`src/assert_macros.svh`:
```
// Assertion macros shared by the RTL files. They expand to nothing in synthesis.
`ifndef ASSERT_MACROS_SVH
`define ASSERT_MACROS_SVH

`ifndef SYNTHESIS
// Checked at every rising edge of clk, ignored while rst is high.
`define ASSERT_CLK(label, clk, rst, prop, msg) \
  label: assert property (@(posedge clk) disable iff (rst) prop) else $error(msg);
// Checked at every rising edge of clk, reset included.
`define ASSERT_ALWAYS(label, clk, prop, msg) \
  label: assert property (@(posedge clk) prop) else $error(msg);
`else
`define ASSERT_CLK(label, clk, rst, prop, msg)
`define ASSERT_ALWAYS(label, clk, prop, msg)
`endif

`endif

```
`src/rpd_pkg.sv`:
```
package rpd_pkg;

  // Default sizes of the list memory and of the permutation counter.
  localparam int DEF_MAX_ITEMS = 64;
  localparam int DEF_MAX_PERMS = 256;

  // Field widths.
  localparam int RND_W          = 31;
  localparam int ITEM_OUT_W     = 6;
  localparam int POS_W          = 6;
  localparam int SLOT_W         = 10;
  localparam int SET_SIZE_W     = 7;
  localparam int PERM_TOTAL_W   = 9;
  localparam int FIRST_SLOT_W   = 9;
  localparam int CFG_DATA_W     = 9;
  localparam int CFG_IDX_W      = 2;
  localparam int S_TDATA_W      = 32;
  localparam int M_TDATA_W      = 24;

  // Remainder unit: quotient bits retired per cycle and cycles per remainder.
  localparam int DIV_RADIX_BITS = 4;
  localparam int DIV_CYCLES     = (RND_W + DIV_RADIX_BITS - 1) / DIV_RADIX_BITS;
  localparam int DIV_BITS       = DIV_CYCLES * DIV_RADIX_BITS;
  localparam int DIV_CNT_W      = (DIV_CYCLES > 1) ? $clog2(DIV_CYCLES) : 1;

  // Register values after reset.
  localparam logic [SET_SIZE_W-1:0]   RST_SET_SIZE   = SET_SIZE_W'(64);
  localparam logic [PERM_TOTAL_W-1:0] RST_PERM_TOTAL = PERM_TOTAL_W'(1);
  localparam logic [FIRST_SLOT_W-1:0] RST_FIRST_SLOT = '0;

  // Configuration register indexes.
  typedef enum logic [CFG_IDX_W-1:0] {
    REG_SET_SIZE   = 2'd0,
    REG_PERM_TOTAL = 2'd1,
    REG_FIRST_SLOT = 2'd2
  } cfg_reg_t;

endpackage

```
`src/rpd_ram.sv`:
```
module rpd_ram #(
  parameter int WIDTH = 8,
  parameter int DEPTH = 64
) (
  input  logic                     clk,
  input  logic                     we,
  input  logic [$clog2(DEPTH)-1:0] waddr,
  input  logic [WIDTH-1:0]         wdata,
  input  logic [$clog2(DEPTH)-1:0] raddr,
  output logic [WIDTH-1:0]         rdata
);

  logic [WIDTH-1:0] mem [DEPTH];

  always_ff @(posedge clk) begin
    if (we) begin
      mem[waddr] <= wdata;
    end
    rdata <= mem[raddr];
  end

endmodule

```
`src/rpd_mod.sv`:
```
`include "assert_macros.svh"

// Restoring remainder unit: several quotient bits per cycle, remainder only.
module rpd_mod #(
  parameter int W = 7
) (
  input  logic                      clk,
  input  logic                      rst,
  input  logic                      start,
  input  logic [rpd_pkg::RND_W-1:0] dividend,
  input  logic [W-1:0]              divisor,
  output logic                      done,
  output logic [W-1:0]              rem
);
  import rpd_pkg::*;

  logic                    busy;
  logic [DIV_CNT_W-1:0]    cnt;
  logic [DIV_BITS-1:0]     dvd;
  logic [W-1:0]            dvs;
  logic [W-1:0]            rem_next;
  logic [DIV_BITS-1:0]     dvd_next;

  always_comb begin
    logic [W:0] t;
    rem_next = rem;
    dvd_next = dvd;
    for (int k = 0; k < DIV_RADIX_BITS; k++) begin
      t = {rem_next, dvd_next[DIV_BITS-1]};
      dvd_next = dvd_next << 1;
      if (t >= {1'b0, dvs}) begin
        t = t - {1'b0, dvs};
      end
      rem_next = t[W-1:0];
    end
  end

  always_ff @(posedge clk) begin
    if (rst) begin
      busy <= 1'b0;
      done <= 1'b0;
      cnt  <= '0;
    end else begin
      done <= 1'b0;
      if (start) begin
        busy <= 1'b1;
        cnt  <= '0;
        rem  <= '0;
        dvd  <= DIV_BITS'(dividend);
        dvs  <= divisor;
      end else if (busy) begin
        rem <= rem_next;
        dvd <= dvd_next;
        cnt <= cnt + 1'b1;
        if (cnt == DIV_CNT_W'(DIV_CYCLES - 1)) begin
          busy <= 1'b0;
          done <= 1'b1;
        end
      end
    end
  end

  `ASSERT_CLK(a_rem_below_divisor, clk, rst, done |-> (dvs == '0 || rem < dvs), "remainder not reduced")

endmodule

```
`src/random_permutation_drawer.sv`:
```
// Random permutation drawer. Each request on the input stream carries one random
// word; the block answers with one draw: the item at rank (word mod items left) of
// the ordered list of items not yet drawn in the current permutation, which is
// then removed. tlast marks the draw that completes a permutation, tuser the one
// that completes the final permutation of a run, after which a new run starts.
// A draw first runs the remainder unit, which retires four quotient bits a cycle,
// then reads the drawn entry; the removal moves the list entries behind the drawn
// item, one entry a cycle, through the single write port of the list memory. One
// draw is in work at a time; the input is ready again as soon as the result sits
// in the output register. Writing set_size or permutation_total restarts the run.
`include "assert_macros.svh"

module random_permutation_drawer #(
  parameter int MAX_ITEMS = rpd_pkg::DEF_MAX_ITEMS,
  parameter int MAX_PERMS = rpd_pkg::DEF_MAX_PERMS
) (
  input  logic                          clk,
  input  logic                          rst,
  // Configuration write port.
  input  logic                          cfg_we,
  input  logic [rpd_pkg::CFG_IDX_W-1:0] cfg_index,
  input  logic [rpd_pkg::CFG_DATA_W-1:0] cfg_data,
  // Input stream.
  input  logic                          s_axis_tvalid,
  output logic                          s_axis_tready,
  input  logic [rpd_pkg::S_TDATA_W-1:0] s_axis_tdata,  // [30:0] random_value
  // Output stream.
  output logic                          m_axis_tvalid,
  input  logic                          m_axis_tready,
  // [5:0] drawn_item, [11:6] position, [21:12] slot
  output logic [rpd_pkg::M_TDATA_W-1:0] m_axis_tdata,
  output logic                          m_axis_tlast,  // last_in_perm
  output logic                          m_axis_tuser   // last_of_all
);
  import rpd_pkg::*;

  localparam int AW    = $clog2(MAX_ITEMS);
  localparam int CNT_W = $clog2(MAX_ITEMS + 1);
  localparam int PC_W  = $clog2(MAX_PERMS + 1);
  localparam int SZ_W  = (CNT_W > SET_SIZE_W) ? CNT_W : SET_SIZE_W;
  localparam int TT_W  = (PC_W > PERM_TOTAL_W) ? PC_W : PERM_TOTAL_W;
  localparam int SUM_W = ((PC_W > FIRST_SLOT_W) ? PC_W : FIRST_SLOT_W) + 1;

  typedef enum logic [2:0] {
    S_IDLE,
    S_DIV,
    S_FETCH,
    S_SHIFT,
    S_DONE
  } state_t;

  state_t                    state;
  logic [SET_SIZE_W-1:0]     set_size;
  logic [PERM_TOTAL_W-1:0]   permutation_total;
  logic [FIRST_SLOT_W-1:0]   first_slot;
  logic [CNT_W-1:0]          draw_count;
  logic [PC_W-1:0]           perm_count;
  logic [CNT_W-1:0]          low_mark;    // list entries below this still hold their index
  logic [CNT_W-1:0]          left_r;
  logic [AW-1:0]             rank_r;
  logic [AW-1:0]             item_r;
  logic [AW-1:0]             rd_ptr;
  logic [AW-1:0]             wr_ptr;
  logic [AW-1:0]             raddr;
  logic [AW-1:0]             ram_q;
  logic                      id_q;
  logic [AW-1:0]             id_addr_q;
  logic [AW-1:0]             list_q;
  logic                      ram_we;
  logic                      mod_done;
  logic [CNT_W-1:0]          mod_rem;
  logic [AW-1:0]             mod_rank;
  logic [CNT_W-1:0]          n_eff;
  logic [PC_W-1:0]           total_eff;
  logic [SZ_W-1:0]           size_ext;
  logic [TT_W-1:0]           total_ext;
  logic                      in_acc;
  logic                      out_free;
  logic                      end_perm;
  logic                      end_all;
  logic [SUM_W-1:0]          slot_sum;

  // Effective set size and run length after clamping.
  always_comb begin
    size_ext  = SZ_W'(set_size);
    total_ext = TT_W'(permutation_total);
    if (size_ext == '0) begin
      n_eff = CNT_W'(1);
    end else if (size_ext > SZ_W'(MAX_ITEMS)) begin
      n_eff = CNT_W'(MAX_ITEMS);
    end else begin
      n_eff = CNT_W'(size_ext);
    end
    if (total_ext == '0) begin
      total_eff = PC_W'(1);
    end else if (total_ext > TT_W'(MAX_PERMS)) begin
      total_eff = PC_W'(MAX_PERMS);
    end else begin
      total_eff = PC_W'(total_ext);
    end
  end

  assign s_axis_tready = (state == S_IDLE);
  assign in_acc        = s_axis_tvalid && s_axis_tready;
  assign out_free      = !m_axis_tvalid || m_axis_tready;
  assign mod_rank      = AW'(mod_rem);
  assign end_perm      = (draw_count + 1'b1) == n_eff;
  assign end_all       = end_perm && ((perm_count + 1'b1) == total_eff);
  assign slot_sum      = SUM_W'(first_slot) + SUM_W'(perm_count);

  rpd_mod #(
    .W (CNT_W)
  ) u_mod (
    .clk      (clk),
    .rst      (rst),
    .start    (in_acc),
    .dividend (s_axis_tdata[RND_W-1:0]),
    .divisor  (n_eff - draw_count),
    .done     (mod_done),
    .rem      (mod_rem)
  );

  // List memory; entries below low_mark read as their own index.
  assign raddr  = (state == S_DIV) ? mod_rank : rd_ptr;
  assign ram_we = (state == S_SHIFT);
  assign list_q = id_q ? id_addr_q : ram_q;

  rpd_ram #(
    .WIDTH (AW),
    .DEPTH (MAX_ITEMS)
  ) u_list (
    .clk   (clk),
    .we    (ram_we),
    .waddr (wr_ptr),
    .wdata (list_q),
    .raddr (raddr),
    .rdata (ram_q)
  );

  always_ff @(posedge clk) begin
    id_q      <= CNT_W'(raddr) < low_mark;
    id_addr_q <= raddr;
  end

  always_ff @(posedge clk) begin
    if (rst) begin
      state             <= S_IDLE;
      set_size          <= RST_SET_SIZE;
      permutation_total <= RST_PERM_TOTAL;
      first_slot        <= RST_FIRST_SLOT;
      draw_count        <= '0;
      perm_count        <= '0;
      low_mark          <= CNT_W'(MAX_ITEMS);
      m_axis_tvalid     <= 1'b0;
    end else begin
      // A result leaving while the next one is loaded is handled in S_DONE.
      if (m_axis_tvalid && m_axis_tready && (state != S_DONE)) begin
        m_axis_tvalid <= 1'b0;
      end

      if (cfg_we) begin
        unique case (cfg_index)
          REG_SET_SIZE: begin
            set_size   <= SET_SIZE_W'(cfg_data);
            draw_count <= '0;
            perm_count <= '0;
            low_mark   <= CNT_W'(MAX_ITEMS);
          end
          REG_PERM_TOTAL: begin
            permutation_total <= PERM_TOTAL_W'(cfg_data);
            draw_count        <= '0;
            perm_count        <= '0;
            low_mark          <= CNT_W'(MAX_ITEMS);
          end
          REG_FIRST_SLOT: begin
            first_slot <= FIRST_SLOT_W'(cfg_data);
          end
          default: begin
          end
        endcase
      end

      unique case (state)
        S_IDLE: begin
          if (in_acc) begin
            left_r <= n_eff - draw_count;
            state  <= S_DIV;
          end
        end
        S_DIV: begin
          // The read of the drawn entry goes out in the cycle the remainder shows.
          if (mod_done) begin
            rank_r <= mod_rank;
            rd_ptr <= mod_rank + 1'b1;
            state  <= S_FETCH;
          end
        end
        S_FETCH: begin
          item_r <= list_q;
          wr_ptr <= rank_r;
          rd_ptr <= rd_ptr + 1'b1;
          if ((CNT_W'(rank_r) + 1'b1) < left_r) begin
            state <= S_SHIFT;
          end else begin
            state <= S_DONE;
          end
        end
        S_SHIFT: begin
          // Each cycle one entry moves down by one place behind the drawn item.
          wr_ptr <= wr_ptr + 1'b1;
          rd_ptr <= rd_ptr + 1'b1;
          if ((CNT_W'(wr_ptr) + CNT_W'(2)) == left_r) begin
            state <= S_DONE;
          end
        end
        S_DONE: begin
          if (out_free) begin
            m_axis_tvalid <= 1'b1;
            m_axis_tdata  <= M_TDATA_W'({SLOT_W'(slot_sum), POS_W'(draw_count),
                                         ITEM_OUT_W'(item_r)});
            m_axis_tlast  <= end_perm;
            m_axis_tuser  <= end_all;
            if (end_perm) begin
              draw_count <= '0;
              low_mark   <= CNT_W'(MAX_ITEMS);
              perm_count <= end_all ? '0 : perm_count + 1'b1;
            end else begin
              draw_count <= draw_count + 1'b1;
              if (CNT_W'(rank_r) < low_mark) begin
                low_mark <= CNT_W'(rank_r);
              end
            end
            state <= S_IDLE;
          end
        end
        default: begin
          state <= S_IDLE;
        end
      endcase
    end
  end

  `ASSERT_CLK(a_one_draw_at_a_time, clk, rst, in_acc |=> !s_axis_tready, "input taken while busy")
  `ASSERT_CLK(a_final_ends_perm, clk, rst, (m_axis_tvalid && m_axis_tuser) |-> m_axis_tlast, "final draw without end of permutation")
  `ASSERT_CLK(a_shift_in_range, clk, rst, (state == S_SHIFT) |-> ((CNT_W'(wr_ptr) + CNT_W'(2)) <= left_r), "list move past live entries")

endmodule
```
`config.mk`:
```
export PLATFORM = sky130hd
export DESIGN_NAME = random_permutation_drawer
export DESIGN_NICKNAME = d
export VERILOG_FILES = /design/src/rpd_pkg.sv /design/src/rpd_ram.sv /design/src/rpd_mod.sv /design/src/random_permutation_drawer.sv
export VERILOG_INCLUDE_DIRS = /design/src /design/src/src
export SDC_FILE = /design/constraint.sdc
export NUM_CORES = 1
export LEC_CHECK = 0
export BUFFER_PORTS_ARGS = -buffer_cell sky130_fd_sc_hd__buf_2
export CAP_MARGIN = 10
export CORE_MARGIN = 2
export CORE_UTILIZATION = 45
export CTS_BUF_LIST = sky130_fd_sc_hd__clkbuf_8
export CTS_CLUSTER_DIAMETER = 120
export DETAILED_ROUTE_END_ITERATION = 10
export PLACE_DENSITY = 0.68
export SLEW_MARGIN = 0
export SYNTH_ARGS = -nofsm -noshare
export SYNTH_HDL_FRONTEND = slang
export SYNTH_HIERARCHICAL = 1
export SYNTH_SLANG_ARGS = --single-unit
```
`constraint.sdc`:
```
create_clock -name clk -period 20.9 [get_ports clk]
set_input_delay 2.09 -clock clk [delete_from_list [all_inputs] [get_ports clk]]
set_output_delay 2.09 -clock clk [all_outputs]
set_load 0.05 [all_outputs]
```
# ---- Yosys cells after proc, flatten, opt, wreduce, memory -nomap -nowiden
# Memories as Yosys holds them, arrays and structs flattened. A register that Yosys moved wholly into a read port is not among the register bits.
# Cells that the tools add are included.
# Widths: inputs -> output; s select.
dict set report op_classes {
  n_addsub 14
  order_cmp 9
  n_bitwise 2
  mux 48
  eq_ne 15
  reduce_logical 29
}
# operator n
set op_table {}
lappend op_table {{$mux 7} 18}
lappend op_table {{$mux 9} 8}
lappend op_table {{$sub 7x7->7} 5}
lappend op_table {{$ge 8x7->1} 4}
lappend op_table {{$mux 32} 1}
lappend op_table {{$mux 31} 1}
lappend op_table {{$pmux 6 s2} 2}
lappend op_table {{$add 6x1->6 const B} 3}
lappend op_table {{$mux 6} 3}
lappend op_table {{$mux 3} 5}
lappend op_table {{$pmux 3 s5} 1}
lappend op_table {{$eq 7x7->1} 2}
lappend op_table {{$lt 6x7->1} 2}
lappend op_table {{$reduce_and 2->1} 7}
lappend op_table {{$reduce_and 3->1} 4}
lappend op_table {{$add 9x9->10} 1}
lappend op_table {{$add 9x1->9 const B} 1}
lappend op_table {{$eq 9x9->1} 1}
lappend op_table {{$gt 9x9->1 const B} 1}
lappend op_table {{$logic_not 9->1} 1}
lappend op_table {{$mux 1} 9}
lappend op_table {{$add 6x1->7 const B} 1}
lappend op_table {{$add 6x2->7 const B} 1}
lappend op_table {{$add 7x1->7 const B} 1}
lappend op_table {{22 further kinds} 34}
dict set report word_totals {
  out_inout_bits 28
  ram_bits 384
  word_cells 143
  ff_bits 165
  memories 1
  in_bits 48
}
# name words word_bits rd rd_ports_with_merged_regs write_ports line_no
set memory_table {}
lappend memory_table {u_list.mem 64 6 1 1 1 rpd_ram.sv:13} ;# logic [WIDTH-1:0] mem [DEPTH];

# ---- Longest topological paths before layout
# Gate-level depths: netlist of run 1.
dict set report logic_depth {
  depth_word 9
  mapped_depth 33
}

# ---- Hierarchy
# Netlist of run 1, hierarchy kept.
# mod area_per_inst_um2 seq_area_each_um2 n_inst cells_each
set by_module_without_submodules {}
lappend by_module_without_submodules {rpd_ram 15225.9 11651.2 1 720}
lappend by_module_without_submodules {random_permutation_drawer 6228.5 2832.7 1 620}
lappend by_module_without_submodules {rpd_mod 3554.7 1481.4 1 306}

# ---- Worst setup path after synthesis of run 1
# Ideal clock, no wire load.
dict set report synth_path {
  path_type {reg2reg}
  startpoint {reg u_mod.dvd[31]}
  endpoint {reg u_mod.rem[6], data pin}
  stages_incl_launch_ff 32
  synth_period_minus_slack_ns 7.092
  setup_time_ns 0.256
  t_arrival_ns 6.836
  path_slack_ns 13.808
  t_required_ns 20.644
  path_cell_list {edfxtp_1 inv_1 ha_1 inv_1 fa_1 a211oi_2 o21a_1 o21a_1 buf_6 mux2_2 fa_1 nand2b_1 a311oi_1 a211oi_1 o311ai_2 mux2_2 ha_1 a21oi_1 nor2b_1 o32ai_1 o21ai_0 mux2i_4 mux2i_1 fa_1 a21o_1 a21oi_1 o21bai_1 a21oi_1 a21boi_0 nor2_1 a211oi_1 a31o_2}
}
dict set report synth_between {
  elab_chain_cells 9
  word_cells_on_any_way 13
  cone_classes {add/sub (4); order compare (4); mux (5)}
}
# item line_no
set synth_rtl {}
lappend synth_rtl {{from (decl)} rpd_mod.sv:19} ;# logic [DIV_BITS-1:0] dvd;
lappend synth_rtl {{from (signal assigned)} rpd_mod.sv:49} ;# dvd <= DIV_BITS'(dividend);
lappend synth_rtl {{from (signal assigned)} rpd_mod.sv:53} ;# dvd <= dvd_next;
lappend synth_rtl {{$sub 7x7->7 / $ge 8x7->1 (equally long branches)} {rpd_mod.sv:32, rpd_mod.sv:31}}
lappend synth_rtl {{$mux 7 *} rpd_mod.sv:31} ;# if (t >= {1'b0, dvs}) begin
lappend synth_rtl {{$sub 7x7->7 / $ge 8x7->1 (equally long branches)} {rpd_mod.sv:32, rpd_mod.sv:31}}
lappend synth_rtl {{$mux 7 *} rpd_mod.sv:31}
lappend synth_rtl {{$sub 7x7->7 / $ge 8x7->1 (equally long branches)} {rpd_mod.sv:32, rpd_mod.sv:31}}
lappend synth_rtl {{$mux 7 *} rpd_mod.sv:31}
lappend synth_rtl {{$sub 7x7->7 / $ge 8x7->1 (equally long branches)} {rpd_mod.sv:32, rpd_mod.sv:31}}
lappend synth_rtl {{$mux 7 *} rpd_mod.sv:31}
lappend synth_rtl {{$mux 7 *} rpd_mod.sv:51} ;# end else if (busy) begin
lappend synth_rtl {{to (signal assigned)} rpd_mod.sv:52} ;# rem <= rem_next;
lappend synth_rtl {{to (decl)} rpd_mod.sv:13} ;# output logic [W-1:0] rem
# Mark *: on every way between the ends. The rest lies on a longest branch, timed or not. The select of a mux whose other input is x is not followed.
# A chain may end at the register's enable or synchronous reset.

# ---- Worst setup path after layout of run 1
dict set report layout_path {
  startpoint {reg u_mod.dvs[1]}
  endpoint {reg u_mod.rem[6], data pin}
}
dict set report layout_between {
  elab_chain_cells 9
  word_cells_on_any_way 13
  cone_classes {add/sub (4); order compare (4); mux (5)}
}
# item line_no
set layout_rtl {}
lappend layout_rtl {{from (decl)} rpd_mod.sv:20} ;# logic [W-1:0] dvs;
lappend layout_rtl {{from (signal assigned)} rpd_mod.sv:50} ;# dvs <= divisor;
lappend layout_rtl {{$sub 7x7->7 / $ge 8x7->1 (equally long branches)} {rpd_mod.sv:32, rpd_mod.sv:31}}
lappend layout_rtl {{$mux 7} rpd_mod.sv:31}
lappend layout_rtl {{$sub 7x7->7 / $ge 8x7->1 (equally long branches)} {rpd_mod.sv:32, rpd_mod.sv:31}}
lappend layout_rtl {{$mux 7} rpd_mod.sv:31}
lappend layout_rtl {{$sub 7x7->7 / $ge 8x7->1 (equally long branches)} {rpd_mod.sv:32, rpd_mod.sv:31}}
lappend layout_rtl {{$mux 7} rpd_mod.sv:31}
lappend layout_rtl {{$sub 7x7->7 / $ge 8x7->1 (equally long branches)} {rpd_mod.sv:32, rpd_mod.sv:31}}
lappend layout_rtl {{$mux 7 *} rpd_mod.sv:31}
lappend layout_rtl {{$mux 7 *} rpd_mod.sv:51}
# Marks and branches as above.

==> results of run 1 <==
[per-stage QoR]
| stage | util [%] | total power [mW] | area [um^2] | cells | hold WS [ns] |
|---|---|---|---|---|---|
| 2_1_floorplan | - | 2.50 | 25000 | 1647 | 0.400 |
| 3_3_place_gp | 47.2 | 2.76 | 25900 | 2399 | 0.403 |
| 3_5_place_dp | 47.2 | 2.80 | 25900 | 2399 | 0.406 |
| 4_1_cts | 50.3 | 3.69 | 27600 | 2559 | 0.418 |
| 5_1_grt | 50.4 | 3.91 | 27700 | 2563 | 0.421 |
| 6_report | 50.4 | 3.69 | 27700 | 2563 | 0.414 |
[synth_stat cells, drive strengths merged, types with 5 or more instances]
cell	instances	share of area [%]
nor2	117	1.8
o21a	6	0.18
o211ai	6	0.18
fa	6	0.48
o22ai	12	0.30
o31ai	8	0.24
and3	13	0.34
dfxtp	70	5.6
a21oi	56	1.1
mux2i	41	1.7
nor3	25	0.52
mux2	63	2.8
a31oi	6	0.15
o22a	6	0.21
mux4	93	8.5
nand4	16	0.40
nor4	5	0.15
ha	67	3.4
xor2	19	0.67
xnor2	45	1.6
buf	37	1.2
nand3b	8	0.24
nand2b	20	0.50
nor2b	29	0.76
nand2	69	1.1
nor3b	6	0.18
a41oi	5	0.18
a211oi	12	0.38
a21o	15	0.45
and2	13	0.34
inv	62	0.93
clkbuf	37	0.60
edfxtp	485	58
o21ai	48	0.98
nand3	43	0.88
o221ai	9	0.32
a22o	6	0.21
[routing by layer]
layer  share of wire (%)  up-vias  GRT usage (%)
met3                 5.8       72           3.48
li1                    -     6604              -
met2                  50      414           31.5
met5                0.11        -          0.866
met1                  42     7324           23.5
met4                 1.8        2           6.19
[cell type report]
| type | instances | share of cell area [%] |
|---|---|---|
| Sequential cell | 555 | 57.6 |
| Clock inverter | 70 | 1.61 |
| Tap cell | 748 | 3.38 |
| Clock buffer | 90 | 4.47 |
| Multi-Input combinational cell | 956 | 30.3 |
| Inverter | 62 | 0.840 |
| Timing Repair Buffer | 82 | 1.78 |
[placed cells by master (no fill, tap or decap), types with 7 or more instances in the layout]
master / n
sky130_fd_sc_hd__and3_1: 11
sky130_fd_sc_hd__edfxtp_1: 485
sky130_fd_sc_hd__buf_2: 72
sky130_fd_sc_hd__nand3b_1: 8
sky130_fd_sc_hd__o21ai_0: 40
sky130_fd_sc_hd__o31ai_1: 8
sky130_fd_sc_hd__clkinv_1: 22
sky130_fd_sc_hd__nand2b_1: 20
sky130_fd_sc_hd__o21ai_1: 7
sky130_fd_sc_hd__o22ai_1: 12
sky130_fd_sc_hd__and2_1: 8
sky130_fd_sc_hd__inv_1: 91
sky130_fd_sc_hd__nand4_1: 16
sky130_fd_sc_hd__dfxtp_1: 70
sky130_fd_sc_hd__nor2_1: 114
sky130_fd_sc_hd__nor3_1: 24
sky130_fd_sc_hd__clkinv_2: 7
sky130_fd_sc_hd__mux2_2: 61
sky130_fd_sc_hd__nand2_1: 68
sky130_fd_sc_hd__nand3_1: 42
sky130_fd_sc_hd__xor2_1: 19
sky130_fd_sc_hd__nor2b_1: 26
sky130_fd_sc_hd__a211oi_1: 11
sky130_fd_sc_hd__o221ai_1: 9
sky130_fd_sc_hd__a21oi_1: 55
sky130_fd_sc_hd__a21o_1: 15
sky130_fd_sc_hd__clkbuf_8: 90
sky130_fd_sc_hd__xnor2_1: 45
sky130_fd_sc_hd__mux2i_1: 40
sky130_fd_sc_hd__mux4_2: 87
sky130_fd_sc_hd__ha_1: 67
[state kept, by name (all words and copies together), names as in the netlist, 7 cells and up]
signal	count
first_slot	9
u_mod/dvs	7
u_mod/dvd	32
left_r	7
set_size	7
permutation_total	9
m_axis_tdata	22
perm_count	9
draw_count	7
u_list/mem	384
low_mark	7
u_mod/rem	7
[worst max-delay path, delay by kind of cell (launching register included)]
family                   cells  cell delay [ns]
multiplexers                 4             1.37
AND/OR/NAND/NOR              3             0.59
flip-flops                   1             0.49
AO/OA/AOI/OAI               16             3.81
adder cells (fa/ha/maj)      4             1.69
buffers and inverters        1             0.23
[worst paths after layout]
check	cells past startpoint	endpoint	slack, ns	from
worst max register to register	28	u_mod/rem[6]	12.46	u_mod/dvs[1]
worst min-delay path	0	m_axis_tdata[5]	0.41	item_r[5]
worst min register to register	0	m_axis_tdata[5]	0.41	item_r[5]
worst max-delay path	28	u_mod/rem[6]	12.46	u_mod/dvs[1]
[logic make-up after synthesis]
group / share of synthesized area, %
flops: 63.8
simple gates: 7.86
compound gates: 6.44
mux: 13.0
buf+inv: 2.69
fa+ha+maj: 3.83
xor+xnor: 2.33
other cells: 0.0150
[power by group through the flow]
stage | logic (mW) | registers (mW) | clock network (mW)
floorplan | 1.14 | 1.36 | 0
CTS | 1.43 | 1.35 | 0.907
global placement | 1.38 | 1.38 | 0
global route | 1.60 | 1.36 | 0.952
finish | 1.45 | 1.35 | 0.883
detailed placement | 1.42 | 1.38 | 0
==> results.rst, run 1 <==
.. list-table::
   :header-rows: 1

   * - Metric
     - Value
   * - Area taken by multi-input logic gates
     - 8410 um^2
   * - Starting density of the core
     - 45.5%
   * - Aggregate global routing overflow
     - 0
   * - Worst voltage drop across the vdd grid
     - 211 uV
   * - CTS max path bufs
     - 3
   * - Critical Path Most Common Cell
     - sky130_fd_sc_hd__a21oi_1
   * - Run status
     - finished, final reports clean
   * - Startpoint class of the critical path
     - flop
   * - Time the final worst path needs with I/O delays and setup
     - 8.44 ns
   * - Post-route DRC
     - 0
   * - Total of endpoints with negative setup slack in the final report
     - 0
   * - Routed WL
     - 52500 um
   * - Max-slew violations
     - 0
   * - FF+latch area
     - 16000 um^2
   * - Cts-stage hold buffer count
     - 0
   * - Static leakage
     - 9.48 nW
   * - Net total in the final layout
     - 1867
   * - Detailed-route wire length per cell
     - 20.5 um
   * - Number of distinct library cells after synthesis
     - 94
   * - Placed wire-length estimate after detailed placement
     - 32900 um
   * - Fillcell total
     - 4595
   * - Async SR Flop Fraction
     - 0%
   * - Number of vias per cell
     - 5.62
   * - Part of the total power dissipated in the clock network
     - 23.9%
   * - Setup Total Neg Slack
     - 0 ns
   * - Initial drt markers
     - 1002
   * - Via count of the first global-routing pass
     - 14560
   * - Number of buffers inserted during clock tree synthesis
     - 89
   * - Worst-Margin Slew
     - 1.19 ns
   * - Count of boundary I/O pins
     - 76
   * - Cell row count
     - 86
   * - Clock network latency to the later pin of the worst-skew pair
     - 0.70 ns
   * - Power density relative to cell area
     - 133 nW/um^2
   * - Switching power
     - 1.27 mW
   * - Highest clock frequency the design can meet
     - 118 MHz
   * - Switching share of power
     - 34.5%
   * - Chip width
     - 240 um
   * - Hold crit path type
     - reg2reg
   * - Port Buffer Count
     - 72
   * - Comb power frac
     - 39.4%
   * - Wire length of the first global-routing pass
     - 80800 um
   * - Final antenna-violating net count
     - 0
   * - Largest fanout on the critical path
     - 9
   * - H-Tree Depth
     - 3
   * - Number of warnings printed during yosys synthesis
     - 6
   * - Longest individual stage delay on the worst path
     - 0.51 ns
   * - Kind of end point of the critical path
     - flop
   * - Die area
     - 57500 um^2
   * - Total number of vias
     - 14416
   * - Cell count after synthesis
     - 1646
   * - Share of the clock period used by the worst path after layout
     - 40.4%
   * - Minimum setup slack after placement
     - 12.56 ns
   * - Arr. time, crit path
     - 8.86 ns
   * - Number of diodes
     - 0
   * - Proportion of layout cells with a drive suffix above 1
     - 20.9%
   * - Proportion of synthesized chip area in sequential cells
     - 63.8%
   * - Synth-to-Final Area Change
     - 10.8%
   * - Cell with the biggest individual delay on the critical path
     - sky130_fd_sc_hd__fa_1
   * - Clk_skew
     - 0.0474 ns
   * - Initial antenna violation count
     - 0
   * - Core outline area
     - 55000 um^2
   * - Count of flip-flops with a built-in enable after synthesis
     - 485
   * - Headroom to the max-slew limit
     - 20.9%
   * - Max-Cap Viols
     - 0
   * - WP data required
     - 21.32 ns
   * - RSZ-0062 raised after global routing
     - no
   * - Number of clock sinks
     - 555
   * - Quantity of gates resized following cts
     - 0
   * - Final WS setup
     - 12.46 ns
   * - Register bit count reported by yosys
     - 555
   * - Post-CTS setup buffer count
     - 0
   * - Clock Pin Slew Worst Setup and Hold Paths
     - 0.06 ns
   * - Sequential share of power
     - 36.7%
   * - Pin count of the biggest net entering global routing
     - 66
   * - Routability Congestion
     - 0.843
   * - Cell-internal power
     - 2.42 mW
   * - Main synth FF type
     - sky130_fd_sc_hd__edfxtp_1
   * - Startpoint-to-endpoint class of the critical path
     - reg2reg
   * - Cell at the root of the clock tree
     - sky130_fd_sc_hd__clkbuf_8
   * - Post-Syn Area
     - 25000 um^2
   * - Overall fraction of global-route tracks in use
     - 18.4%
   * - Final Hold Vio Count
     - 0
   * - Die Span Y
     - 240 um
   * - Clock tree from TritonCTS
     - yes
   * - Mean cell area of the mapped netlist
     - 15.2 um^2
   * - First drt pass iteration count
     - 5
No activity file was read; power rests on OpenSTA's default activity.
==> inputs of run 2 (changes only) <==
- PLACE_DENSITY: 0.68 -> 0.7
- clock period: 20.9 -> 7.4 ns (I/O delays scaled with it)
==> results.rst, run 2 (synthesized netlist as in run 1, its figures left out) <==
.. list-table::
   :header-rows: 1

   * - Metric
     - Value
   * - Share of the clock period used by the worst path after layout
     - 96.0%
   * - Die Span Y
     - 240 um
   * - Clock tree from TritonCTS
     - yes
   * - Startpoint-to-endpoint class of the critical path
     - reg2reg
   * - Longest individual stage delay on the worst path
     - 0.44 ns
   * - Hold crit path type
     - in2reg
   * - Die area
     - 57500 um^2
   * - Routability Congestion
     - 0.839
   * - Final Hold Vio Count
     - 0
   * - Proportion of layout cells with a drive suffix above 1
     - 24.3%
   * - Registers with the most flip-flops
     - u_list/mem x384, u_mod/dvd x32, m_axis_tdata x22
   * - WP data required
     - 7.77 ns
   * - Worst voltage drop across the vdd grid
     - 671 uV
   * - Initial antenna violation count
     - 0
   * - Clk_skew
     - 0.0421 ns
   * - Final antenna-violating net count
     - 0
   * - Port Buffer Count
     - 72
   * - Clock network latency to the later pin of the worst-skew pair
     - 0.70 ns
   * - Static leakage
     - 9.84 nW
   * - Largest fanout on the critical path
     - 6
   * - Detailed-route wire length per cell
     - 20.1 um
   * - Arr. time, crit path
     - 7.48 ns
   * - Hold slack final
     - 0.306 ns
   * - Pin count of the biggest net entering global routing
     - 72
   * - Placed wire-length estimate after detailed placement
     - 33600 um
   * - Count of boundary I/O pins
     - 76
   * - Overall fraction of global-route tracks in use
     - 18.7%
   * - Core outline area
     - 55000 um^2
   * - H-Tree Depth
     - 3
   * - Via count of the first global-routing pass
     - 14708
   * - Time the final worst path needs with I/O delays and setup
     - 7.11 ns
   * - Run status
     - finished, final reports clean
   * - Aggregate global routing overflow
     - 0
   * - Power density relative to cell area
     - 403 nW/um^2
   * - Sum of internal, switching and leakage power
     - 11.4 mW
   * - First drt pass iteration count
     - 5
   * - Headroom to the max-slew limit
     - 20.9%
   * - Cell with the biggest individual delay on the critical path
     - sky130_fd_sc_hd__fa_1
   * - Startpoint class of the critical path
     - flop
   * - Commonest cells after routing, fill and taps aside
     - sky130_fd_sc_hd__edfxtp_1 (485), sky130_fd_sc_hd__nor2_1 (114), sky130_fd_sc_hd__clkbuf_8 (97), sky130_fd_sc_hd__inv_1 (91), sky130_fd_sc_hd__mux4_2 (87)
   * - Routed WL
     - 52700 um
   * - Wire length of the first global-routing pass
     - 82100 um
   * - Register name with the most flops
     - u_list/mem
   * - Max-slew violations
     - 0
   * - Cell area reported after detailed placement
     - 26300 um^2
   * - Initial drt markers
     - 1109
   * - Flip-flop count of the largest register after layout
     - 384
   * - Cell at the root of the clock tree
     - sky130_fd_sc_hd__clkbuf_8
   * - Post-route DRC
     - 0
   * - Highest clock frequency the design can meet
     - 141 MHz
   * - Post-Layout Inst Area
     - 28300 um^2
   * - Cell row count
     - 86
   * - Kind of end point of the critical path
     - flop
   * - Total of endpoints with negative setup slack in the final report
     - 0
   * - Clock Pin Slew Worst Setup and Hold Paths
     - 0.07 ns
   * - Chip width
     - 240 um
   * - Commonest non-fill, non-tap cell in the layout
     - sky130_fd_sc_hd__edfxtp_1
   * - Net total in the final layout
     - 1921
   * - Worst-Margin Slew
     - 1.18 ns
   * - Number of clock sinks
     - 555
   * - Number of vias per cell
     - 5.58
   * - Synth-to-Final Area Change
     - 13.3%
   * - Utilization after layout
     - 51.5%
   * - Number of buffers inserted during clock tree synthesis
     - 89
   * - CTS max path bufs
     - 3
   * - Number of diodes
     - 0
   * - Starting density of the core
     - 45.5%
   * - Total number of vias
     - 14602
   * - Max-Cap Viols
     - 0
==> run 2: changes by cell type in the layout (fill, tap and decap cells not counted), moves of 2 or more <==
cell,delta
sky130_fd_sc_hd__buf_4,+54
sky130_fd_sc_hd__mux2_4,+3
sky130_fd_sc_hd__a21oi_2,+3
sky130_fd_sc_hd__inv_12,-2
sky130_fd_sc_hd__bufinv_16,+2
sky130_fd_sc_hd__inv_16,+2
sky130_fd_sc_hd__inv_8,+3
sky130_fd_sc_hd__mux2_2,-3
sky130_fd_sc_hd__clkinv_1,-12
sky130_fd_sc_hd__clkbuf_8,+7
sky130_fd_sc_hd__a21oi_1,-3
sky130_fd_sc_hd__o21ai_1,+2
sky130_fd_sc_hd__o21ai_0,-2
==> run 2: per-stage QoR <==
step	TNS, ns	std cells	worst slack (ns)
floorplan	0	1647	0.308
global placement	-0.137	2452	-0.0409
detailed placement	-0.817	2452	-0.158
CTS	0	2611	0.00330
global route	-0.0473	2616	-0.0322
finish	0	2616	0.293
==> run 2: cell type report <==
class | count | area [um^2]
tap | 748 | 936
clock inverter | 62 | 484
clock buffer | 97 | 1340
timing repair buffer | 136 | 891
fill | 4524 | 26600
sequential | 555 | 16000
inverter | 62 | 233
multi-input combinational | 956 | 8490
==> run 2: report_power, final <==
group	switching, mW	internal (mW)
clock network	1.22	1.44
logic	2.58	2.39
registers	0.0398	3.75
==> run 2: worst paths after layout <==
check | from | end | slack, ns | cells after the start
setup reg to reg | u_mod/dvd[31] | u_mod/rem[5] | 0.29 | 31
hold / removal | cfg_data[7] | permutation_total[7] | 0.31 | 3
hold reg to reg | item_r[2] | m_axis_tdata[2] | 0.42 | 0
setup / recovery | u_mod/dvd[31] | u_mod/rem[5] | 0.29 | 31
==> run 2: worst max-delay path, delay by kind of cell, from the launching register on <==
family	cells	cell delay [ns]
adders and majority gates	5	1.59
muxes	4	1.36
and+or+nand+nor	5	0.92
AOI/OAI and AO/OA	12	2.07
buffers and inverters	5	0.50
DFF	1	0.36
==> run 2: per-layer routing <==
layer,GRT usage (%),vias up,wire (um)
met5,0,-,0
met4,6.57,0,1280
met3,4.18,90,3450
met2,31.0,453,25800
met1,24.2,7351,22200
li1,-,6708,-
==> run 2: timing repair <==
action                                  CTS  global route
setup buffers                             0             1
endpoints found under the setup margin    7             7
pin swaps                                 0             7
resized for setup                         4            15
hold buffers                              0             0
